File: src/fba_pkg.sv
// ----------------------------------------------------------------------------
// fba_pkg: shared constants and codes of the fit block allocator
// Config register indices, policy codes, input modes and port widths.
// ----------------------------------------------------------------------------
package fba_pkg;

    localparam int unsigned CFG_INDEX_BITS = 1;
    localparam int unsigned CFG_DATA_BITS  = 7;

    localparam logic [CFG_INDEX_BITS-1:0] CFG_FIT_POLICY  = 1'b0;
    localparam logic [CFG_INDEX_BITS-1:0] CFG_BLOCK_COUNT = 1'b1;

    localparam logic [1:0] POL_BEST  = 2'd0;
    localparam logic [1:0] POL_FIRST = 2'd1;
    localparam logic [1:0] POL_NEXT  = 2'd2;
    localparam logic [1:0] POL_WORST = 2'd3;

    localparam logic MODE_LOAD  = 1'b0;
    localparam logic MODE_ALLOC = 1'b1;

    localparam int unsigned IN_INDEX_BITS  = 6;
    localparam int unsigned IN_AMOUNT_BITS = 16;
    localparam int unsigned COUNT_BITS     = 7;

endpackage

File: src/fit_block_allocator_core.sv
// ----------------------------------------------------------------------------
// fit_block_allocator_core: free-size table with best/first/next/worst fit
// Block sizes live in a ring of cells that rotates one place a cycle while
// busy; a search watches cell 0 as every block passes and keeps the candidate.
// ----------------------------------------------------------------------------
//  channel   ports                                          direction
//  command   i_start, o_busy, i_mode, i_block_index, i_amount   in
//  result    o_valid, o_granted, o_block_number, o_remaining_size out
//  config    i_cfg_we, i_cfg_index, i_cfg_data                   in
//
//  A load completes with busy staying low. An allocate keeps busy high
//  through one full rotation of the ring to search, a second to bring the
//  chosen block to cell 0 for the subtraction and back to its place, and a
//  closing step; the result strobe follows in the next cycle.
//  Reset clears control and the next-fit pointer; block sizes are undefined
//  until loaded. The result strobe lasts one cycle and cannot be stalled.
// ----------------------------------------------------------------------------
module fit_block_allocator_core #(
    parameter int unsigned NUM_BLOCKS = 64,
    parameter int unsigned SIZE_BITS  = 16
) (
    input  logic                                  i_clk,
    input  logic                                  i_rst_n,
    input  logic                                  i_start,
    output logic                                  o_busy,
    input  logic                                  i_mode,
    input  logic [fba_pkg::IN_INDEX_BITS-1:0]     i_block_index,
    input  logic [fba_pkg::IN_AMOUNT_BITS-1:0]    i_amount,
    input  logic                                  i_cfg_we,
    input  logic [fba_pkg::CFG_INDEX_BITS-1:0]    i_cfg_index,
    input  logic [fba_pkg::CFG_DATA_BITS-1:0]     i_cfg_data,
    output logic                                  o_valid,
    output logic                                  o_granted,
    output logic [fba_pkg::IN_INDEX_BITS-1:0]     o_block_number,
    output logic [fba_pkg::IN_AMOUNT_BITS-1:0]    o_remaining_size
);

    localparam int unsigned IB = (NUM_BLOCKS > 1) ? $clog2(NUM_BLOCKS) : 1;
    localparam int unsigned CB = $clog2(2 * NUM_BLOCKS + 1) + 1;
    localparam int unsigned XB = (SIZE_BITS > fba_pkg::IN_AMOUNT_BITS) ?
                                 SIZE_BITS : fba_pkg::IN_AMOUNT_BITS;

    typedef enum logic [1:0] {S_IDLE, S_SCAN, S_FIX, S_DONE} t_state;

    t_state                   r_state;
    logic [1:0]               r_policy;
    logic [fba_pkg::COUNT_BITS-1:0] r_count;
    logic [IB-1:0]            r_next;
    logic [CB-1:0]            r_step;
    logic [IB-1:0]            r_rot;    // index of the block now in cell 0
    logic [fba_pkg::IN_AMOUNT_BITS-1:0] r_req;
    logic                     r_found;
    logic                     r_wrap_found;
    logic [IB-1:0]            r_pick;
    logic [SIZE_BITS-1:0]     r_pick_size;
    logic [IB-1:0]            r_wrap_pick;
    logic                     r_valid;
    logic                     r_granted;
    logic [fba_pkg::IN_INDEX_BITS-1:0]  r_bnum;
    logic [fba_pkg::IN_AMOUNT_BITS-1:0] r_rem;

    logic [SIZE_BITS-1:0] w_size [NUM_BLOCKS];
    logic [SIZE_BITS-1:0] w_in   [NUM_BLOCKS];
    logic                 w_load [NUM_BLOCKS];
    logic                 w_shift;
    logic [IB:0]          w_cnt;
    logic                 w_active;
    logic                 w_fits;
    logic                 w_better;
    logic                 w_start;
    logic [SIZE_BITS-1:0] w_sub;
    logic                 w_ptr_ok;
    logic                 w_next_hit;

    assign w_start = i_start && (r_state == S_IDLE);
    assign w_cnt   = (32'(r_count) > NUM_BLOCKS) ?
                     (IB+1)'(NUM_BLOCKS) : (IB+1)'(r_count);
    assign w_active = ({1'b0, r_rot} < w_cnt);
    assign w_fits   = w_active && (XB'(w_size[0]) >= XB'(r_req));
    assign w_shift  = (r_state == S_SCAN) || (r_state == S_FIX);
    assign w_sub    = w_size[0] - SIZE_BITS'(r_req);
    // next fit starts at block 0 when the pointer is not below the count
    assign w_ptr_ok   = ({1'b0, r_next} < w_cnt);
    assign w_next_hit = w_fits && (!w_ptr_ok || (r_rot >= r_next)) && !r_found;

    always_comb begin
        w_better = 1'b0;
        case (r_policy)
            fba_pkg::POL_BEST:  w_better = !r_found || (w_size[0] < r_pick_size);
            fba_pkg::POL_WORST: w_better = !r_found || (w_size[0] > r_pick_size);
            fba_pkg::POL_FIRST: w_better = !r_found;
            fba_pkg::POL_NEXT:  w_better = !r_found;
            default:            w_better = 1'b0;
        endcase
    end

    genvar g;
    generate
        for (g = 0; g < NUM_BLOCKS; g++) begin : g_cell
            assign w_load[g] = w_start && (i_mode == fba_pkg::MODE_LOAD) &&
                               (32'(i_block_index) == 32'(g)) && !w_shift;
            // cell 0 hands its block to the last cell; write the reduced size there
            assign w_in[g]   = (g == NUM_BLOCKS - 1 && r_state == S_FIX && r_found &&
                                r_rot == r_pick) ? w_sub : w_size[(g + 1) % NUM_BLOCKS];
            fba_cell #(.SIZE_BITS(SIZE_BITS)) u_cell (
                .i_clk      (i_clk),
                .i_shift    (w_shift),
                .i_load     (w_load[g]),
                .i_load_size(SIZE_BITS'(i_amount)),
                .i_prev_size(w_in[g]),
                .o_size     (w_size[g])
            );
        end
    endgenerate

    always_ff @(posedge i_clk) begin
        if (!i_rst_n) begin
            r_state   <= S_IDLE;
            r_policy  <= fba_pkg::POL_BEST;
            r_count   <= fba_pkg::COUNT_BITS'(1);
            r_next    <= '0;
            r_valid   <= 1'b0;
            r_found   <= 1'b0;
            r_wrap_found <= 1'b0;
            r_step    <= '0;
            r_rot     <= '0;
        end else begin
            r_valid <= 1'b0;
            if (i_cfg_we) begin
                case (i_cfg_index)
                    fba_pkg::CFG_FIT_POLICY:  r_policy <= i_cfg_data[1:0];
                    fba_pkg::CFG_BLOCK_COUNT: r_count  <= i_cfg_data;
                    default: ;
                endcase
            end
            case (r_state)
                S_IDLE: begin
                    if (w_start) begin
                        if (i_mode == fba_pkg::MODE_LOAD) begin
                            r_next <= '0;
                        end else begin
                            r_req        <= i_amount;
                            r_found      <= 1'b0;
                            r_wrap_found <= 1'b0;
                            r_step       <= '0;
                            r_rot        <= '0;
                            r_state      <= S_SCAN;
                        end
                    end
                end
                S_SCAN: begin
                    // next fit: hits at or past the pointer win; else first hit wraps
                    if (w_fits) begin
                        if (r_policy == fba_pkg::POL_NEXT) begin
                            if (w_next_hit) begin
                                r_found <= 1'b1;
                                r_pick  <= r_rot;
                            end else if (!r_wrap_found) begin
                                r_wrap_found <= 1'b1;
                                r_wrap_pick  <= r_rot;
                            end
                        end else if (w_better) begin
                            r_found     <= 1'b1;
                            r_pick      <= r_rot;
                            r_pick_size <= w_size[0];
                        end
                    end
                    r_rot  <= (32'(r_rot) == NUM_BLOCKS - 1) ? '0 : r_rot + 1'b1;
                    r_step <= r_step + 1'b1;
                    if (32'(r_step) == NUM_BLOCKS - 1) begin
                        r_step <= '0;
                        if (!r_found && !w_next_hit && r_wrap_found) begin
                            r_found <= 1'b1;
                            r_pick  <= r_wrap_pick;
                        end
                        r_state <= S_FIX;
                    end
                end
                S_FIX: begin
                    if (r_found && r_rot == r_pick) begin
                        r_bnum <= fba_pkg::IN_INDEX_BITS'(r_pick);
                        r_rem  <= fba_pkg::IN_AMOUNT_BITS'(w_sub);
                        if (r_policy == fba_pkg::POL_NEXT) begin
                            r_next <= r_pick;
                        end
                    end
                    r_rot  <= (32'(r_rot) == NUM_BLOCKS - 1) ? '0 : r_rot + 1'b1;
                    r_step <= r_step + 1'b1;
                    if (32'(r_step) == NUM_BLOCKS - 1) begin
                        r_state <= S_DONE;
                    end
                end
                S_DONE: begin
                    r_valid   <= 1'b1;
                    r_granted <= r_found;
                    if (!r_found) begin
                        r_bnum <= '0;
                        r_rem  <= '0;
                    end
                    r_state <= S_IDLE;
                end
                default: r_state <= S_IDLE;
            endcase
        end
    end

    assign o_busy           = (r_state != S_IDLE);
    assign o_valid          = r_valid;
    assign o_granted        = r_granted;
    assign o_block_number   = r_bnum;
    assign o_remaining_size = r_rem;

endmodule

File: src/fba_cell.sv
// ----------------------------------------------------------------------------
// fba_cell: one block entry of the allocator ring
// Holds one free size; a load sets it, else a shift step takes i_prev_size.
// ----------------------------------------------------------------------------
module fba_cell #(
    parameter int unsigned SIZE_BITS = 16
) (
    input  logic                 i_clk,
    input  logic                 i_shift,
    input  logic                 i_load,
    input  logic [SIZE_BITS-1:0] i_load_size,
    input  logic [SIZE_BITS-1:0] i_prev_size,
    output logic [SIZE_BITS-1:0] o_size
);

    logic [SIZE_BITS-1:0] r_size;
    logic [SIZE_BITS-1:0] n_size;

    always_comb begin
        n_size = r_size;
        if (i_load) begin
            n_size = i_load_size;
        end else if (i_shift) begin
            n_size = i_prev_size;
        end
    end

    always_ff @(posedge i_clk) begin
        r_size <= n_size;
    end

    assign o_size = r_size;

endmodule

File: config.mk
export PLATFORM = sky130hd
export DESIGN_NAME = fit_block_allocator_core
export DESIGN_NICKNAME = d
export VERILOG_FILES = /design/src/fba_pkg.sv /design/src/fit_block_allocator_core.sv /design/src/fba_cell.sv
export SDC_FILE = /design/constraint.sdc
export NUM_CORES = 1
export LEC_CHECK = 0
export ABC_AREA = 1
export BUFFER_PORTS_ARGS = -buffer_cell sky130_fd_sc_hd__buf_4
export CORE_UTILIZATION = 25
export DETAILED_ROUTE_END_ITERATION = 10
export PLACE_DENSITY = 0.4
export SLEW_MARGIN = 20
export SYNTH_ARGS = -nofsm -noshare
export SYNTH_HDL_FRONTEND = slang
export SYNTH_SLANG_ARGS = --single-unit
File: constraint.sdc
create_clock -name i_clk -period 4.23 [get_ports i_clk]
set_clock_uncertainty 0.2 [all_clocks]
set_input_delay 0.2115 -clock i_clk [delete_from_list [all_inputs] [get_ports i_clk]]
set_output_delay 0.2115 -clock i_clk [all_outputs]
set_load 0.05 [all_outputs]
### After elaboration in Yosys (flattened, before gate mapping)

Cells that the tools add are included.

* add/sub/neg operators: 3
* magnitude comparators: 7
* equal/unequal tests: 83
* multiplexer cells: 175
* bitwise gates (word level): 5
* reductions and logical operators: 235

Operator list (number)
* $mux 16: 131
* $eq 6x6->1 const B: 33
* $logic_and 1x1->1: 138
* $reduce_bool 2->1: 69
* $eq 6x5->1 const B: 16
* $mux 6: 15
* $eq 6x4->1 const B: 8
* $pmux 6 s2: 3
* $pmux 16 s2: 1
* $mux 9: 3
* $pmux 9 s3: 1
* $eq 6x3->1 const B: 4
* $ge 16x16->1: 1
* $gt 16x16->1: 1
* $lt 16x16->1: 1
* $sub 16x16->16: 1
* $lt 6x7->1: 2
* $eq 6x2->1 const B: 2
* $mux 1: 12
* $ne 2x2->1 const B: 6
* $reduce_and 4->1: 3
* $reduce_and 6->1: 2
* $ne 2x1->1 const B: 5
* $reduce_and 5->1: 2
* other kinds (23): 48

* bits in registers: 1126
* logic and storage cells: 588

### Logic depth before layout (Yosys ltp)

* word-level depth: 13
* mapped depth: 18

### Cells and area by module

Synthesis repeated with hierarchy kept, for this count alone.

* cell total of the unflattened synthesis: 5223
* area total of the unflattened synthesis: 53134.7 um^2

Modules (own cells, without submodules)
* fba_cell: times used 64, cells each 69, area each 730.7 um^2, seq. area each 480.5 um^2
* fit_block_allocator_core: times used 1, cells each 807, area each 6369.9 um^2, seq. area each 2712.6 um^2

### Worst setup path after synthesis

OpenSTA, ideal clock, no wires.

* path kind: register to register
* from: register g_cell[0].u_cell.r_size[0]
* to: register r_pick_size[0], enable pin
* setup time: 0.414 ns
* data arrival time: 3.065 ns
* required time: 3.616 ns
* path slack: 0.550 ns
* stages on the path, launching flop included: 14
* buffers on the path: 0
* period minus slack after synthesis: 3.680 ns
* cells stage by stage: edfxtp_1 inv_1 ha_1 fa_1 nand3b_1 nand2_1 nand2_1 nand2_1 nand2_1 nand3_1 nand2_1 inv_2 nand2_1 a211oi_1

* longest elaborated chain between the ends: 4

Ends and longest elaborated chain
* start, declared: line fba_cell.sv:16 `logic [SIZE_BITS-1:0] r_size;`
* start signal, assigned: line fba_cell.sv:29 `r_size <= n_size;`
* $gt 16x16->1 or $lt 16x16->1 (tied branches): line fit_block_allocator_core.sv:90, fit_block_allocator_core.sv:89
* $logic_or 1x1->1 (on tied branches): line fit_block_allocator_core.sv:90, fit_block_allocator_core.sv:89
* $pmux 1 s3: line fit_block_allocator_core.sv:88 `case (r_policy)`
* $reduce_and 5->1 (no line) (*)
* end signal, assigned: line fit_block_allocator_core.sv:165 `r_pick_size <= w_size[0];`
* end, declared: line fit_block_allocator_core.sv:55 `logic [SIZE_BITS-1:0] r_pick_size;`

Mark *: on every way between the ends. The rest lies on a longest branch, timed or not.
A chain may end at the register's enable or synchronous reset.

### Worst setup path after layout

* from: register r_state[1]
* to: register r_state[0]

* longest elaborated chain between the ends: 4

Ends and longest elaborated chain
* start, declared: line fit_block_allocator_core.sv:45 `t_state r_state;`
* start signal, assigned: line fit_block_allocator_core.sv:118 `r_state <= S_IDLE;`
* start signal, assigned: line fit_block_allocator_core.sv:147 `r_state <= S_SCAN;`
* start signal, assigned: line fit_block_allocator_core.sv:176 `r_state <= S_FIX;`
* $logic_not 2->1: line fit_block_allocator_core.sv:75, fit_block_allocator_core.sv:136
* $logic_and 1x1->1: line fit_block_allocator_core.sv:75 `assign w_start = i_start && (r_state == S_IDLE);`
* $ne 2x2->1 (no line)
* $reduce_and 4->1 (no line)

Parallel ways exist; a longest one is shown, timed or not.

==> reports/qor.csv <==
stage,metric,value,unit
critical_path,crit_top_cell,dlygate4sd3_1,
route,drt_iter0_markers,2310,
critical_path,path_cells,inv_1 > ha_1 > inv_2 > nor2_1 > nor2_2 > dlygate4sd3_1 > o21ai_0 > o31ai_1 > dlygate4sd3_1 > a21oi_1 > dlygate4sd3_1,
die,rows,160,
critical_path,worst_setup_path_start_kind,flop,
finish,final_area,55600,um2
route,drt-pass1-iter-count,5,
synth,yosysWarnings,0,
critical_path,cp_max_fo,7,
global_routing,grt-busiest-layer,met2,
timing,finalSetupViolations,0,
critical_path,worstPathArrival,4.08,ns
timing,fin_crit_sh,0.866,
synth,synthTopCellsByCount,"nand2_1 (1217), edfxtp_1 (1091), o21ai_0 (1001), clkbuf_1 (290), inv_1 (133)",
synth,synth-seq-cells,1126,
route,wl_per_cell,17.5,um
synth,synth_area,47900,um2
worst_hold_path,hold_class,input pin to flop,
clock_tree,cts.path.max_buffers,3,
pwr,powerDensity,817,nW/um2
timing,relSlewSlack,0.281,
synth,synth_area_leaders,"edfxtp_1 (68%), o21ai_0 (10%), nand2_1 (9.5%), clkbuf_1 (2.3%), dfxtp_1 (1.5%)",
clock_tree,cts_tree,yes,
synth,synth_top_area_share,0.684,
clock_tree,clk_latency,0.74,ns
synth,syn_area_per_cell,11.2,um2
flow_run,cap_violations,0,
synth,synth_nets,4384,
placed_design,gp_congestion,0.794,
die,io_pins,60,
synth,synthCells,4292,
critical_path,cp-end-kind,flop,
clock_tree,cts_inserted_buffers,120,
placed_design,portBuffers,59,
critical_path,crit_path_max_incr_delay,0.66,ns
finish,nets,4417,
pwr,static-leakage-power,21.0,nW
synth,ys_types,42,
finish,drive_above_1_share,0.0913,
clock_tree,cts_resized,0,
global_routing,grt_use_met1,0.181,
placed_design,placed_cell_area,51200,um2
clock_tree,path_clk_slew,0.06,ns
global_routing,grt_max_degree,53,
global_routing,first_global_vias,29575,
global_routing,antenna_found_initial,6,
die,start_util,0.252,
synth,synth_edf_count,1091,
die,fp.dieArea,193000,um2
pwr,ir_drop,0.396,mV
timing,tightest_slew,1.08,ns
clock_tree,post_cts_buffers,0,
timing,rsz0062_at_grt,no,
global_routing,grt_use_total,0.126,
route,ant_nets,0,
clock_tree,cts-root-buf,clkbuf_16,
synth,synth_top_flop_cell,edfxtp_1,
timing,fin_crit,3.66,ns
critical_path,worst-setup-path-type,flop to flop,
route,drt-vias-per-instance,4.39,
die,die_x,440,um
placed_design,dp_hpwl,76.5,mm
die,fp.dieH,440,um
clock_tree,numClockSinks,1126,
critical_path,worstPathRequired,4.64,ns
global_routing,grt.met3_usage,0.0239,
route,post-route-drc-count,0,
synth,synthArstFlopShare,0,
route,wirelength,121,mm
synth,synth_most_common_cell,nand2_1,
global_routing,grt_pass1_wl,188,mm
route,vias,30443,
timing,hold_viol_final,0,
synth,synth.largest_area_cell,edfxtp_1,
finish,syn_to_final_growth,16.0,%
synth,synth_seq_area_share,0.699,
timing,setup-tns-final,0,ns
global_routing,gr-total-overflow,0,
timing,slew_viol_final,0,
global_routing,grtUsageMet2,0.194,
die,core-area,190000,um2
critical_path,crit_slowest_cell,dlygate4sd3_1,
clock_tree,ctsHtreeMaxLevel,3,
timing,max_freq,273,MHz
run_status,status,finished clean,
[flip-flops by register name, summed over array words and instances (netlist names), 2 cells and up]
register / count
g_cell.u_cell.o_size: 1024
o_remaining_size: 16
r_pick_size: 16
r_req: 16
r_step: 9
r_count: 7
o_block_number: 6
r_next: 6
r_pick: 6
r_rot: 6
r_wrap_pick: 6
r_policy: 2
r_state: 2
[worst paths after layout]
kind / start / end / slack (ns) / depth (start not counted)
min reg2reg: r_step[8] / r_step[8] / 0.28 / 1
min: i_amount[14] / r_req[14] / 0.09 / 2
max: r_state[1] / r_state[0] / 0.57 / 11
max reg2reg: r_state[1] / r_state[0] / 0.57 / 11
[kinds of logic after synthesis]
logic type	count (synthesis)	share of synthesized area
AOI/OAI and AO/OA	1171	0.125
xor gates and xnor gates	15	0.00274
adders and majority gates	57	0.0150
buffers and inverters	477	0.0382
DFF	1126	0.699
muxes	1	0.000209
and+or+nand+nor	1445	0.121
[stage by stage]
step / setup WS, ns / hold slack, ns / instances / power (mW) / utilization
6_report: 0.566 / 0.0930 / 6936 / 45.4 / 0.292
5_1_grt: 0.290 / 0.0411 / 6936 / 48.5 / 0.292
4_1_cts: 0.626 / 0.00480 / 6935 / 46.1 / 0.292
3_5_place_dp: 1.04 / 0.226 / 6660 / 35.1 / 0.269
3_3_place_gp: 1.12 / 0.221 / 6660 / 35.2 / 0.269
2_1_floorplan: 0.550 / 0.110 / 4292 / 30.8 / -
[worst max-delay path: cells and delay by family (launching register included)]
kind | cells | cell delay [ns]
buffers and inverters | 5 | 2.04
AO/OA/AOI/OAI | 3 | 0.47
flip-flops | 1 | 0.36
adder cells (fa/ha/maj) | 1 | 0.27
AND/OR/NAND/NOR | 2 | 0.21
[cell type report]
cell class / count / area (um2)
diodes: 1 / 2.50
well taps: 2511 / 3140
repair buffers: 230 / 1900
clock buffers: 166 / 3270
fillers: 19693 / 135000
flip-flops and latches: 1126 / 33500
multi-input cells: 2689 / 12600
clock inverters: 55 / 574
inverters: 158 / 611
[layout by cell type, fill, tap and decap left out, types with 4 or more instances in the layout]
master	instances
nor2_2	11
nand2_1	1217
nor2_1	94
edfxtp_1	1091
nor4_2	4
a21oi_1	47
nand3_1	70
nand3_2	19
xor2_1	11
clkinv_2	27
ha_1	56
inv_2	14
bufinv_16	10
clkinv_1	22
dlygate4sd3_1	54
a22oi_1	7
xnor2_1	4
dfxtp_1	35
o21bai_1	5
inv_1	130
o22ai_1	6
nor3_1	9
o211ai_1	11
nand4_1	10
a31oi_1	6
clkbuf_16	123
clkbuf_1	40
o21ai_1	106
o21ai_0	969
buf_4	173
[metal layers]
| layer | part of all wire | routed length (um) |
|---|---|---|
| met5 | 0 | 0 |
| met4 | 0.021 | 2570 |
| met3 | 0.046 | 5530 |
| met2 | 0.44 | 53000 |
| met1 | 0.50 | 60200 |
[power breakdown]
| part | internal [mW] | switching, mW |
|---|---|---|
| registers | 21.6 | 1.88 |
| logic | 3.32 | 8.12 |
| clock network | 5.99 | 4.46 |
| total | 30.9 | 14.5 |
[repair_timing]
action / in CTS / in global routing
hold buffers: 54 / 0
hold endpoints to repair: 113 / 0
setup endpoints to repair: 0 / 0
Note: power is estimated with default switching activity, not from simulation.
